===== src/hdl/spa_pkg.sv =====
// Shared codes, field widths and control structs of the slot pool allocator.
package spa_pkg;

    // Fixed widths of the interface fields.
    localparam int OP_W          = 3;
    localparam int STATUS_W      = 3;
    localparam int SLOT_FIELD_W  = 6;
    localparam int COUNT_FIELD_W = 7;

    // Slot count in use after reset, before it is capped to the pool size.
    localparam int SLOT_COUNT_RESET = 64;

    typedef logic [OP_W-1:0]     t_op;
    typedef logic [STATUS_W-1:0] t_status;

    // Operation codes.
    localparam t_op OP_PLACE  = 3'd0;
    localparam t_op OP_EVICT  = 3'd1;
    localparam t_op OP_POP    = 3'd2;
    localparam t_op OP_PEEK   = 3'd3;
    localparam t_op OP_LOOKUP = 3'd4;

    // Status codes.
    localparam t_status ST_OK       = 3'd0;
    localparam t_status ST_BAD_SLOT = 3'd1;
    localparam t_status ST_OCCUPIED = 3'd2;
    localparam t_status ST_EMPTY    = 3'd3;
    localparam t_status ST_RESIDENT = 3'd4;

    // Commands to the slot table.
    typedef struct packed {
        logic set_occ;
        logic clr_occ;
        logic clr_all;
    } t_tbl_cmd;

    // Commands to the free-order memory.
    typedef struct packed {
        logic wr;
        logic clr_all;
    } t_ord_cmd;

endpackage


===== src/hdl/spa_slot_table.sv =====
// Per-slot occupied flags and resident node memory with a registered scan read.
module spa_slot_table
    import spa_pkg::*;
#(
    parameter int DEPTH = 64,
    parameter int AW    = 6,
    parameter int NW    = 32
) (
    input  logic          i_clk,
    input  logic          i_rst_n,
    input  t_tbl_cmd      i_cmd,
    input  logic [AW-1:0] i_waddr,
    input  logic [NW-1:0] i_wnode,
    input  logic [AW-1:0] i_qaddr,
    output logic          o_q_occ,
    input  logic [AW-1:0] i_raddr,
    output logic [NW-1:0] o_rd_node,
    output logic          o_rd_occ
);

    logic [DEPTH-1:0] r_occ;
    logic [NW-1:0]    r_mem [DEPTH];
    logic [NW-1:0]    r_rd_node;
    logic             r_rd_occ;

    // Occupied flags clear at once on reset or on a slot count write.
    always_ff @(posedge i_clk) begin
        if (!i_rst_n) begin
            r_occ <= '0;
        end else if (i_cmd.clr_all) begin
            r_occ <= '0;
        end else if (i_cmd.set_occ) begin
            r_occ[i_waddr] <= 1'b1;
        end else if (i_cmd.clr_occ) begin
            r_occ[i_waddr] <= 1'b0;
        end
    end

    // Node memory: one write port, one registered read port for the scan.
    always_ff @(posedge i_clk) begin
        if (i_cmd.set_occ) begin
            r_mem[i_waddr] <= i_wnode;
        end
        r_rd_node <= r_mem[i_raddr];
        r_rd_occ  <= r_occ[i_raddr];
    end

    assign o_q_occ   = r_occ[i_qaddr];
    assign o_rd_node = r_rd_node;
    assign o_rd_occ  = r_rd_occ;

endmodule


===== src/hdl/spa_order_ram.sv =====
// Free-order memory; entries not written since the last rebuild read as their own index.
module spa_order_ram
    import spa_pkg::*;
#(
    parameter int DEPTH = 64,
    parameter int AW    = 6
) (
    input  logic          i_clk,
    input  logic          i_rst_n,
    input  t_ord_cmd      i_cmd,
    input  logic [AW-1:0] i_waddr,
    input  logic [AW-1:0] i_wdata,
    input  logic [AW-1:0] i_raddr,
    output logic [AW-1:0] o_rdata
);

    logic [DEPTH-1:0] r_vld;
    logic [AW-1:0]    r_mem [DEPTH];
    logic [AW-1:0]    r_rd_data;
    logic [AW-1:0]    r_rd_addr;
    logic             r_rd_vld;

    // One written flag per entry, cleared together on a rebuild.
    always_ff @(posedge i_clk) begin
        if (!i_rst_n) begin
            r_vld <= '0;
        end else if (i_cmd.clr_all) begin
            r_vld <= '0;
        end else if (i_cmd.wr) begin
            r_vld[i_waddr] <= 1'b1;
        end
    end

    // Storage with a registered read.
    always_ff @(posedge i_clk) begin
        if (i_cmd.wr) begin
            r_mem[i_waddr] <= i_wdata;
        end
        r_rd_data <= r_mem[i_raddr];
        r_rd_addr <= i_raddr;
        r_rd_vld  <= r_vld[i_raddr];
    end

    // An entry untouched since the rebuild holds its own index.
    assign o_rdata = r_rd_vld ? r_rd_data : r_rd_addr;

endmodule


===== src/hdl/slot_pool_allocator_core.sv =====
// Top level of the slot pool allocator: sequencer, shared comparator and free-list bookkeeping.
//
//  Channel   Handshake                       Word
//  -------   -----------------------------   ------------------------------------------
//  command   start, busy                     i_operation, i_node_id, i_slot_index
//  result    o_result_valid (strobe)         o_status, o_result_slot, o_found, o_free_count
//  config    i_cfg_valid, o_cfg_ready        i_cfg_data (slot count)
//
//  Evict, place into an invalid or occupied slot, pop or peek of an empty list and unknown
//  operations answer in the cycle after start is taken; other pops and peeks first read the
//  free-order memory. A lookup miss runs a scan of the node memory, and a successful place
//  scans the node memory and then the free-order memory, both one entry a cycle through a
//  single shared comparator.
//  Reset is synchronous and active low; it restores slot_count = min(MAX_SLOTS, 64) and a full free list
//  with no clearing pass. The result strobe lasts one cycle and cannot be stalled.
module slot_pool_allocator_core
    import spa_pkg::*;
#(
    parameter int MAX_SLOTS    = 64,
    parameter int NODE_ID_BITS = 32
) (
    input  logic                     i_clk,
    input  logic                     i_rst_n,
    input  logic                     start,
    output logic                     busy,
    input  logic [OP_W-1:0]          i_operation,
    input  logic [NODE_ID_BITS-1:0]  i_node_id,
    input  logic [SLOT_FIELD_W-1:0]  i_slot_index,
    output logic                     o_result_valid,
    output logic [STATUS_W-1:0]      o_status,
    output logic [SLOT_FIELD_W-1:0]  o_result_slot,
    output logic                     o_found,
    output logic [COUNT_FIELD_W-1:0] o_free_count,
    input  logic                     i_cfg_valid,
    output logic                     o_cfg_ready,
    input  logic [COUNT_FIELD_W-1:0] i_cfg_data
);

    localparam int SLOT_W    = $clog2(MAX_SLOTS);
    localparam int CNT_W     = $clog2(MAX_SLOTS + 1);
    localparam int WIDE_W    = (CNT_W > COUNT_FIELD_W) ? CNT_W : COUNT_FIELD_W;
    localparam int CMP_W     = (NODE_ID_BITS > SLOT_W) ? NODE_ID_BITS : SLOT_W;
    localparam int RST_SLOTS = (MAX_SLOTS < SLOT_COUNT_RESET) ? MAX_SLOTS : SLOT_COUNT_RESET;
    localparam logic [CNT_W-1:0] MAX_CNT = CNT_W'(MAX_SLOTS);

    typedef enum logic [1:0] {
        S_IDLE,
        S_NSCAN,
        S_FSCAN,
        S_RD
    } t_state;

    t_state                    r_state, n_state;
    logic                      r_busy;
    t_op                       r_op, n_op;
    logic [NODE_ID_BITS-1:0]   r_node, n_node;
    logic [SLOT_W-1:0]         r_slot, n_slot;
    logic [CNT_W-1:0]          r_idx, n_idx;
    logic [SLOT_W-1:0]         r_prev, n_prev;
    logic                      r_pend, n_pend;
    logic                      r_seen, n_seen;
    logic [CNT_W-1:0]          r_slot_count, n_slot_count;
    logic [CNT_W-1:0]          r_free_total, n_free_total;
    logic                      r_res_valid, n_res_valid;
    t_status                   r_status, n_status;
    logic [SLOT_FIELD_W-1:0]   r_rslot, n_rslot;
    logic                      r_found, n_found;

    logic                      acc;
    logic                      cfg_acc;
    logic                      bad_slot;
    logic [SLOT_W-1:0]         slot_a;
    logic [SLOT_W-1:0]         rd_a;
    logic                      issue;
    logic [WIDE_W-1:0]         cfg_w;
    logic [WIDE_W-1:0]         cfg_clamped;

    t_tbl_cmd                  tbl_cmd;
    logic [SLOT_W-1:0]         tbl_waddr;
    logic                      q_occ;
    logic [NODE_ID_BITS-1:0]   tbl_rd_node;
    logic                      tbl_rd_occ;

    t_ord_cmd                  ord_cmd;
    logic [SLOT_W-1:0]         ord_waddr;
    logic [SLOT_W-1:0]         ord_wdata;
    logic [SLOT_W-1:0]         ord_rd;

    logic [CMP_W-1:0]          cmp_a;
    logic [CMP_W-1:0]          cmp_b;
    logic                      cmp_eq;

    // Handshakes.
    assign acc         = start && !r_busy;
    assign o_cfg_ready = !r_busy && !start;
    assign cfg_acc     = i_cfg_valid && o_cfg_ready;

    // Command slot checks.
    assign bad_slot = WIDE_W'(i_slot_index) >= WIDE_W'(r_slot_count);
    assign slot_a   = SLOT_W'(i_slot_index);
    assign rd_a     = r_idx[SLOT_W-1:0];

    // Slot count clamp to 1..MAX_SLOTS.
    assign cfg_w       = WIDE_W'(i_cfg_data);
    assign cfg_clamped = (cfg_w == '0) ? WIDE_W'(1) :
                         (cfg_w > WIDE_W'(MAX_SLOTS)) ? WIDE_W'(MAX_SLOTS) : cfg_w;

    // Shared comparator: node id during the node scan, slot number during the list scan.
    assign cmp_a  = (r_state == S_NSCAN) ? CMP_W'(tbl_rd_node) : CMP_W'(ord_rd);
    assign cmp_b  = (r_state == S_NSCAN) ? CMP_W'(r_node) : CMP_W'(r_slot);
    assign cmp_eq = (cmp_a == cmp_b);

    // Write ports: the idle cycle serves evict, busy cycles serve place.
    assign tbl_waddr = r_busy ? r_slot : slot_a;
    assign ord_waddr = r_busy ? SLOT_W'(r_prev - 1'b1) : r_free_total[SLOT_W-1:0];
    assign ord_wdata = r_busy ? ord_rd : slot_a;

    // Read issue: one entry a cycle while the scan range lasts.
    always_comb begin
        unique case (r_state)
            S_NSCAN: issue = r_idx < r_slot_count;
            S_FSCAN: issue = r_idx < r_free_total;
            S_RD:    issue = !r_pend;
            default: issue = 1'b0;
        endcase
    end

    // Sequencer next state.
    always_comb begin
        n_state      = r_state;
        n_op         = r_op;
        n_node       = r_node;
        n_slot       = r_slot;
        n_idx        = issue ? r_idx + 1'b1 : r_idx;
        n_prev       = r_idx[SLOT_W-1:0];
        n_pend       = issue;
        n_seen       = r_seen;
        n_slot_count = r_slot_count;
        n_free_total = r_free_total;
        n_res_valid  = 1'b0;
        n_status     = ST_OK;
        n_rslot      = '0;
        n_found      = 1'b0;
        tbl_cmd      = '0;
        ord_cmd      = '0;

        unique case (r_state)
            S_IDLE: begin
                if (cfg_acc) begin
                    n_slot_count    = CNT_W'(cfg_clamped);
                    n_free_total    = CNT_W'(cfg_clamped);
                    tbl_cmd.clr_all = 1'b1;
                    ord_cmd.clr_all = 1'b1;
                end else if (acc) begin
                    n_op   = i_operation;
                    n_node = i_node_id;
                    n_slot = slot_a;
                    n_idx  = '0;
                    n_pend = 1'b0;
                    n_seen = 1'b0;
                    unique case (i_operation)
                        OP_PLACE: begin
                            if (bad_slot) begin
                                n_res_valid = 1'b1;
                                n_status    = ST_BAD_SLOT;
                            end else if (q_occ) begin
                                n_res_valid = 1'b1;
                                n_status    = ST_OCCUPIED;
                            end else begin
                                n_state = S_NSCAN;
                            end
                        end
                        OP_EVICT: begin
                            n_res_valid = 1'b1;
                            if (bad_slot) begin
                                n_status = ST_BAD_SLOT;
                            end else if (q_occ) begin
                                tbl_cmd.clr_occ = 1'b1;
                                if (r_free_total < MAX_CNT) begin
                                    ord_cmd.wr   = 1'b1;
                                    n_free_total = r_free_total + 1'b1;
                                end
                            end
                        end
                        OP_POP, OP_PEEK: begin
                            if (r_free_total == '0) begin
                                n_res_valid = 1'b1;
                                n_status    = ST_EMPTY;
                            end else begin
                                n_state = S_RD;
                                n_idx   = r_free_total - 1'b1;
                            end
                        end
                        OP_LOOKUP: begin
                            n_state = S_NSCAN;
                        end
                        default: begin
                            n_res_valid = 1'b1;
                        end
                    endcase
                end
            end

            S_NSCAN: begin
                if (r_pend && tbl_rd_occ && cmp_eq) begin
                    // Node found in an occupied slot.
                    n_state     = S_IDLE;
                    n_res_valid = 1'b1;
                    if (r_op == OP_LOOKUP) begin
                        n_found = 1'b1;
                        n_rslot = SLOT_FIELD_W'(r_prev);
                    end else begin
                        n_status = ST_RESIDENT;
                    end
                end else if (!r_pend && !issue) begin
                    // Scan ran out without a match.
                    if (r_op == OP_LOOKUP) begin
                        n_state     = S_IDLE;
                        n_res_valid = 1'b1;
                    end else begin
                        tbl_cmd.set_occ = 1'b1;
                        n_state         = S_FSCAN;
                        n_idx           = '0;
                        n_seen          = 1'b0;
                    end
                end
            end

            S_FSCAN: begin
                if (r_pend) begin
                    // Entries behind the placed slot move down by one.
                    if (r_seen) begin
                        ord_cmd.wr = 1'b1;
                    end else if (cmp_eq) begin
                        n_seen = 1'b1;
                    end
                end else if (!issue) begin
                    n_state     = S_IDLE;
                    n_res_valid = 1'b1;
                    if (r_seen) begin
                        n_free_total = r_free_total - 1'b1;
                    end
                end
            end

            S_RD: begin
                if (r_pend) begin
                    n_state     = S_IDLE;
                    n_res_valid = 1'b1;
                    n_rslot     = SLOT_FIELD_W'(ord_rd);
                    if (r_op == OP_POP) begin
                        n_free_total = r_free_total - 1'b1;
                    end
                end
            end

            default: begin
                n_state = S_IDLE;
            end
        endcase
    end

    // State and registered outputs.
    always_ff @(posedge i_clk) begin
        if (!i_rst_n) begin
            r_state      <= S_IDLE;
            r_busy       <= 1'b0;
            r_idx        <= '0;
            r_pend       <= 1'b0;
            r_seen       <= 1'b0;
            r_slot_count <= CNT_W'(RST_SLOTS);
            r_free_total <= CNT_W'(RST_SLOTS);
            r_res_valid  <= 1'b0;
        end else begin
            r_state      <= n_state;
            r_busy       <= (n_state != S_IDLE);
            r_idx        <= n_idx;
            r_pend       <= n_pend;
            r_seen       <= n_seen;
            r_slot_count <= n_slot_count;
            r_free_total <= n_free_total;
            r_res_valid  <= n_res_valid;
            r_op         <= n_op;
            r_node       <= n_node;
            r_slot       <= n_slot;
            r_prev       <= n_prev;
            r_status     <= n_status;
            r_rslot      <= n_rslot;
            r_found      <= n_found;
        end
    end

    // Slot table: occupied flags and resident node ids.
    spa_slot_table #(
        .DEPTH (MAX_SLOTS),
        .AW    (SLOT_W),
        .NW    (NODE_ID_BITS)
    ) u_table (
        .i_clk     (i_clk),
        .i_rst_n   (i_rst_n),
        .i_cmd     (tbl_cmd),
        .i_waddr   (tbl_waddr),
        .i_wnode   (r_node),
        .i_qaddr   (slot_a),
        .o_q_occ   (q_occ),
        .i_raddr   (rd_a),
        .o_rd_node (tbl_rd_node),
        .o_rd_occ  (tbl_rd_occ)
    );

    // Free-order memory.
    spa_order_ram #(
        .DEPTH (MAX_SLOTS),
        .AW    (SLOT_W)
    ) u_order (
        .i_clk   (i_clk),
        .i_rst_n (i_rst_n),
        .i_cmd   (ord_cmd),
        .i_waddr (ord_waddr),
        .i_wdata (ord_wdata),
        .i_raddr (rd_a),
        .o_rdata (ord_rd)
    );

    assign busy           = r_busy;
    assign o_result_valid = r_res_valid;
    assign o_status       = r_status;
    assign o_result_slot  = r_rslot;
    assign o_found        = r_found;
    assign o_free_count   = COUNT_FIELD_W'(r_free_total);

endmodule


===== config.mk =====
export PLATFORM = sky130hd
export DESIGN_NAME = slot_pool_allocator_core
export DESIGN_NICKNAME = d
export VERILOG_FILES = /design/src/hdl/spa_pkg.sv /design/src/hdl/spa_slot_table.sv /design/src/hdl/spa_order_ram.sv /design/src/hdl/slot_pool_allocator_core.sv
export SDC_FILE = /design/constraint.sdc
export NUM_CORES = 2
export LEC_CHECK = 0
export BUFFER_PORTS_ARGS = -buffer_cell sky130_fd_sc_hd__buf_2
export CAP_MARGIN = 20
export CORE_MARGIN = 1
export CORE_UTILIZATION = 57
export DETAILED_ROUTE_END_ITERATION = 10
export GPL_ROUTABILITY_DRIVEN = 1
export GPL_TIMING_DRIVEN = 1
export PLACE_DENSITY = 0.82
export SYNTH_ARGS = -nofsm -noshare
export SYNTH_HDL_FRONTEND = slang
export SYNTH_SLANG_ARGS = --single-unit

===== constraint.sdc =====
create_clock -name i_clk -period 4.28 [get_ports i_clk]
set_clock_uncertainty 0.15 [all_clocks]
set_input_delay 0.856 -clock i_clk [delete_from_list [all_inputs] [get_ports i_clk]]
set_output_delay 0.856 -clock i_clk [all_outputs]
set_load 0.005 [all_outputs]

# Word level (Yosys, flattened, before mapping)
# Memories as Yosys holds them, arrays and structs flattened. A register that Yosys moved wholly into a read port is not among the register bits.
# Cells that the tools add are included.
[word_totals]
ff_bits = 220
ramBits = 2432
in_bits = 52
out_inout_bits = 20
elab_cells = 215
n_memories = 2
[memory_table]
columns = ["memory", "depth", "word_bits", "rd", "rd_clocked_by_memory_dff", "wr", "line", "source"]
rows = [
  ["u_table.r_mem", 64, 32, 1, 1, 1, "spa_slot_table.sv:22", "logic [NW-1:0] r_mem [DEPTH];"],
  ["u_order.r_mem", 64, 6, 1, 1, 1, "spa_order_ram.sv:18", "logic [AW-1:0] r_mem [DEPTH];"],
]
[op_classes]
add_sub_neg = 4
order_cmp = 11
n_eq_ne = 26
n_mux = 118
bitwise = 6
n_reduce_logical = 28
[op_table]
columns = ["op", "n"]
rows = [
  ["7-bit 2-to-1 mux", 21],
  ["64-bit 2-to-1 mux", 2],
  ["64-bit OR", 2],
  ["64-bit bitwise AND", 1],
  ["32-bit 2-to-1 mux", 2],
  ["64-bit inverter", 1],
  ["1-bit 2-to-1 mux", 50],
  ["6-bit 2-to-1 mux", 7],
  ["2-bit 2-to-1 mux", 17],
  ["32-bit equality test", 1],
  ["6-bit by 7-bit less-than comparator with 1-bit output, second input constant", 4],
  ["7-bit one-hot mux with 3 select lines", 1],
  ["2-bit inequality test, second input constant", 10],
  ["1-bit binary-select mux with 6-bit select", 3],
  ["7-bit by 1-bit adder with 7-bit output, second input constant", 2],
  ["7-bit logical NOT", 2],
  ["7-bit less-than comparator", 2],
  ["7-bit one-hot mux with 2 select lines", 1],
  ["1-bit demux with 6-bit select", 2],
  ["6-bit by 1-bit >= comparator with 1-bit output, second input constant", 2],
  ["3-bit inequality test, second input constant", 4],
  ["2-bit one-hot mux with 3 select lines", 2],
  ["6-bit one-hot mux with 2 select lines", 1],
  ["11-bit AND reduction", 1],
  ["29 further kinds", 52],
]

# Depth between registers and ports, before layout
[depth]
depth_word = 10
mapped_depth = 14
depth_no_buf = 10

# Cells and area by module
# From an unflattened synthesis, not the netlist that was laid out.
[hier_totals]
cells_unflattened = 5082
hier_area_um2 = 104173.7
[by_module_without_submodules]
columns = ["module", "n_inst", "cells_per_inst", "area_each_um2", "seq_area_each_um2"]
rows = [
  ["spa_slot_table", 1, 3686, 81580.7, 63440.8],
  ["spa_order_ram", 1, 907, 17695.7, 13072.5],
  ["slot_pool_allocator_core", 1, 489, 4897.2, 2252.2],
]

# Worst setup path after synthesis
# OpenSTA, ideal clock, no wires.
[synth_timing]
kind = "register to register"
from = "register r_free_total[2], in the netlist o_free_count[2]"
to = "memory u_table.r_mem[38][0] (enable)"
setup_time_ns = 0.421
arrival_time_ns = 4.099
required_time_ns = 3.709
slack_ns = -0.390
path_stages_with_launch = 13
path_buffers = 3
period_less_slack_ns = 4.670
cell_sequence = "dfxtp_1 clkbuf_1 inv_1 ha_1 o2111ai_1 o21ai_0 nand2_1 nor4_1 nand2b_1 nand2b_1 clkbuf_1 clkbuf_1 nor2_1"
[synth_via]
elab_chain_len = 9
[synth_lines]
columns = ["element", "line", "source"]
rows = [
  ["start, declared", "slot_pool_allocator_core.sv:63", "logic [CNT_W-1:0] r_free_total, n_free_total;"],
  ["start signal, assigned", "slot_pool_allocator_core.sv:272", "r_free_total <= CNT_W'(RST_SLOTS);"],
  ["start signal, assigned", "slot_pool_allocator_core.sv:281", "r_free_total <= n_free_total;"],
  ["7-bit less-than comparator", "slot_pool_allocator_core.sv:122", "S_FSCAN: issue = r_idx < r_free_total;"],
  ["1-bit one-hot mux with 3 select lines", "slot_pool_allocator_core.sv:120", "unique case (r_state)"],
  ["1-bit logical NOT", "-", ""],
  ["1-bit logical AND", "slot_pool_allocator_core.sv:215", "end else if (!r_pend && !issue) begin"],
  ["1-bit 2-to-1 mux", "slot_pool_allocator_core.sv:215", ""],
  ["1-bit 2-to-1 mux", "slot_pool_allocator_core.sv:205", "if (r_pend && tbl_rd_occ && cmp_eq) begin"],
  ["1-bit 2-to-1 mux", "slot_pool_allocator_core.sv:147", "unique case (r_state)"],
  ["1-bit 2-to-1 mux", "spa_slot_table.sv:41", "if (i_cmd.set_occ) begin"],
  ["1-bit 2-to-1 mux (implied by the code)", "spa_slot_table.sv:42", "r_mem[i_waddr] <= i_wnode;"],
  ["end, declared", "spa_slot_table.sv:22", ""],
]
# Every way passes these cells.

# Final worst setup path
[layout_timing]
from = "register r_node[16]"
to = "register r_rslot[1], in the netlist o_result_slot[1] (data pin)"
[layout_via]
elab_chain_len = 5
[layout_lines]
columns = ["element", "line", "source"]
rows = [
  ["start, declared", "slot_pool_allocator_core.sv:56", "logic [NODE_ID_BITS-1:0] r_node, n_node;"],
  ["start signal, assigned", "slot_pool_allocator_core.sv:284", "r_node <= n_node;"],
  ["32-bit 2-to-1 mux", "slot_pool_allocator_core.sv:110", "assign cmp_b = (r_state == S_NSCAN) ? CMP_W'(r_node) : CMP_W'(r_slot);"],
  ["32-bit equality test", "slot_pool_allocator_core.sv:111", "assign cmp_eq = (cmp_a == cmp_b);"],
  ["1-bit logical AND", "slot_pool_allocator_core.sv:205", ""],
  ["6-bit 2-to-1 mux", "slot_pool_allocator_core.sv:205", ""],
  ["6-bit one-hot mux with 2 select lines", "slot_pool_allocator_core.sv:147", ""],
  ["net n_rslot[1]", "slot_pool_allocator_core.sv:66", "logic [SLOT_FIELD_W-1:0] r_rslot, n_rslot;"],
  ["end signal, assigned", "slot_pool_allocator_core.sv:288", "r_rslot <= n_rslot;"],
  ["end, declared", "slot_pool_allocator_core.sv:66", ""],
]
# The timed path passes the listed nets, and every way through them passes these cells.
# A chain may end at the register's enable or synchronous reset.

==> out/qor.csv <==
stage,metric,value,unit
run_status,status,"complete, but fails checks",
run_status,failing checks,setup timing,
synth,Syn Inst Count,4612,
floorplanning,Core ar.,0.1809,sq mm
timing,final-report hold violation count,0,
critical_path,R2R Setup Slk,-0.1,ns
placed_design,Place WS,-0.1696,ns
route,via count,55740,
global_routing,GR Util met1,40.84,%
route,drt wl/cell,40.21,um
timing,final setup TNS,-0.4348,ns
cts,clock sink count,2690,
floorplanning,Die Y,429.1,um
timing,Setup Viol. Count Final,6,
power,LEAKAGE,35.86,nW
cts,H-tree Lvls,4,
global_routing,GRT overflow,0,
cells_and_area,layout cell share with drive strength beyond 1,32.29,%
cells_and_area,Layout Area Growth over Synthesis,13.89,%
cts,"Clk Latency, worst-skew pair",0.91,ns
power,Pwr Density,581.5,mW/mm^2
critical_path,Crit-path slowest cell,nand4_1,
floorplanning,die width,429.1,um
critical_path,Worst path top cell family by delay,simple AND/OR/NAND/NOR gates,
cts,Root Driver,clkbuf_16,
cts,Post-CTS Setup Bufs,0,
critical_path,CP Data Arrival Time,4.94,ns
route,"wirelength, routed",303400,um
global_routing,GRT Resource Usage Total,33.18,%
synth,Synth top area share,71.87,%
min_path,HP Class,in2reg,
timing,Max-slew headroom,23.99,%
placed_design,placed cell areas,0.1103,sq mm
cts,clock buffer depth,3,
synth,Synth area leader,edfxtp_1,
placed_design,placer congestion estimate,0.9062,
critical_path,Slowest Stage Delay on Critical Path,0.80,ns
floorplanning,Rows,156,
timing,min cycle time layout,4.380,ns
critical_path,CP max FO,7,
global_routing,GR peak layer,met2,
synth,Commonest cells post-synth,"2489 x edfxtp_1, 852 x mux4_2, 201 x dfxtp_1",
timing,final worst-path setup slack,-0.09957,ns
global_routing,number of global-route vias before repair,55420,
global_routing,first-pass GRT wire length,424900,um
synth,Synth area leaders,"edfxtp_1 72%, mux4_2 18%, dfxtp_1 3.9%",
timing,Max Clk Rate,228.3,MHz
synth,syn avg cell area,22.55,sq um
cts,Worst-path clk slew,0.07,ns
cells_and_area,# fillers,10460,
synth,post-synth cell types,64,
synth,Syn Nets,4686,
synth,mapped cell area,0.1040,sq mm
route,vias per inst,7.387,
global_routing,M3 GR Usage,9.723,%
cells_and_area,post-route insts no fill,7545,
timing,unrepaired setup endpoints after global routing,false,
route,DRC viols,0,
synth,"FF+latch count, synth",2690,
critical_path,Worst EP required,4.84,ns
timing,WHS,0.06752,ns
route,Final ANT Viol Nets,0,
power,worst vdd ir,0.0004988,V
timing,Final Max Slew Viols,0,
placed_design,dpl cells,7061,
critical_path,"Cell Chain, Critical Path",xnor2_1 -> nand4_1 -> nor4_1 -> nand4_1 -> or4_1 -> nor2_1 -> nand2_1 -> o21ai_0,
critical_path,Startpoint Class,flop,
cells_and_area,final design utilization,65.46,%
synth,asr flop ratio synth,0,%
timing,period utilization,102.3,%
critical_path,"most used cell, CP",nand4_1,
route,Initial DRC Count,9282,
cts,CTS tree,built,
floorplanning,io pins,72,
placed_design,number of port buffers,71,
synth,most frequent cell after synthesis,edfxtp_1,
global_routing,GR Layer Usage met2,51.63,%
synth,Ys Warns,0,
placed_design,DPL Wire Length,156100,um
synth,sequential area share after synthesis,75.74,%
power,Tot Pwr,68.88,mW
cells_and_area,Layout Nets,5034,
floorplanning,Die Area,0.1842,sq mm
cells_and_area,final instance area,0.1184,sq mm
cts,total CTS buffers,235,
critical_path,WS Path Type,reg2reg,
critical_path,Worst setup EP type,flop,
critical_path,WP buf/inv,0,
synth,number of synthesized flops with an enable pin,2489,
global_routing,largest net degree at the start of global routing,138,
run,Max-Cap Viols,0,
floorplanning,Initial Utilization,57.48,%
global_routing,antenna violations before repair,32,
route,drt first pass iters,8,
timing,pin slew with the least headroom to its limit,1.140,ns
synth,Most used DFF post-synth,edfxtp_1,
## final timing paths
path	startpoint	cells past startpoint	endpoint
hold reg to reg	u_order.r_vld[0]	1	u_order.r_vld[0]
setup reg to reg	r_node[16]	8	o_result_slot[1]
hold / removal	i_operation[0]	1	r_op[0]
setup / recovery	r_node[16]	8	o_result_slot[1]
## cells by family (layout without fill, tap and decap cells)
family,Yosys count,count (layout),share of synthesized area (%)
flops,2690,2690,75.74
mux,878,878,18.74
simple gates,371,371,1.787
compound gates,319,319,1.982
buf+inv,281,823,1.060
xor+xnor,51,51,0.4295
fa+ha+maj,22,22,0.2647
other cells,0,21,0
## per-layer routing
layer,vias up,wire length [um]
met4,20,22810
met1,28710,95590
met3,1167,40040
li1,20370,-
met5,-,180
met2,5470,144700
## repair_timing
action                     4_1_cts  5_1_grt
gates resized for setup          0        0
hold endpoints to repair        32        0
hold buffers                    32        0
setup endpoints to repair        0        0
## cells in the final DEF, fill, tap and decap left out, types with 7 or more instances in the layout
cell type,netlist,routed
a21oi_1,35,30
clkbuf_8,0,15
o22ai_1,71,71
o21ai_0,88,87
bufinv_16,0,25
nor3_1,31,31
nand4_1,12,12
inv_1,27,26
clkinvlp_4,0,7
nand3_1,42,42
buf_2,4,71
a22o_1,9,9
xnor2_1,46,46
edfxtp_1,2489,2489
nand2_1,73,72
nand2b_1,16,16
buf_12,1,112
buf_4,3,147
clkinv_1,1,38
o21a_1,59,59
dlygate4sd3_1,0,32
clkbuf_1,189,47
a21o_1,9,9
diode_2,0,21
mux2i_1,18,18
dfxtp_1,201,195
nor2_4,0,64
mux4_2,852,852
nor3_2,35,35
ha_1,22,22
clkbuf_16,0,239
nor4_1,9,9
clkinv_2,0,44
nor2_1,132,68
## cell type report
cell class / count / area [sq um] / area share, %
clock inverters: 130 / 1431 / 1.208
inverters: 30 / 113.9 / 0.09613
clock buffers: 301 / 6364 / 5.373
diodes: 21 / 52.55 / 0.04437
well taps: 2370 / 2965 / 2.504
repair buffers: 362 / 4021 / 3.395
flip-flops and latches: 2690 / 78780 / 66.51
multi-input cells: 1641 / 24710 / 20.87
## where the power goes
| group | internal (mW) | switching [mW] |
|---|---|---|
| registers | 30.0 | 0.442 |
| logic | 6.91 | 9.52 |
| clock network | 12.0 | 10.0 |
## flip-flops by register name, summed over array words and instances, names as in the netlist, 2 cells and up, named ones only
name and cells:
o_free_count 7, r_state 2, u_table.o_rd_node 32, r_idx 7
r_prev 6, u_order.r_rd_addr 6, r_node 32, u_order.r_vld 64
u_order.r_mem 384, r_slot_count 7, u_table.r_mem 2048, r_slot 6
o_result_slot 6, u_order.r_rd_data 6, o_status 3, r_op 3
Power figures use the tool's default switching activity.
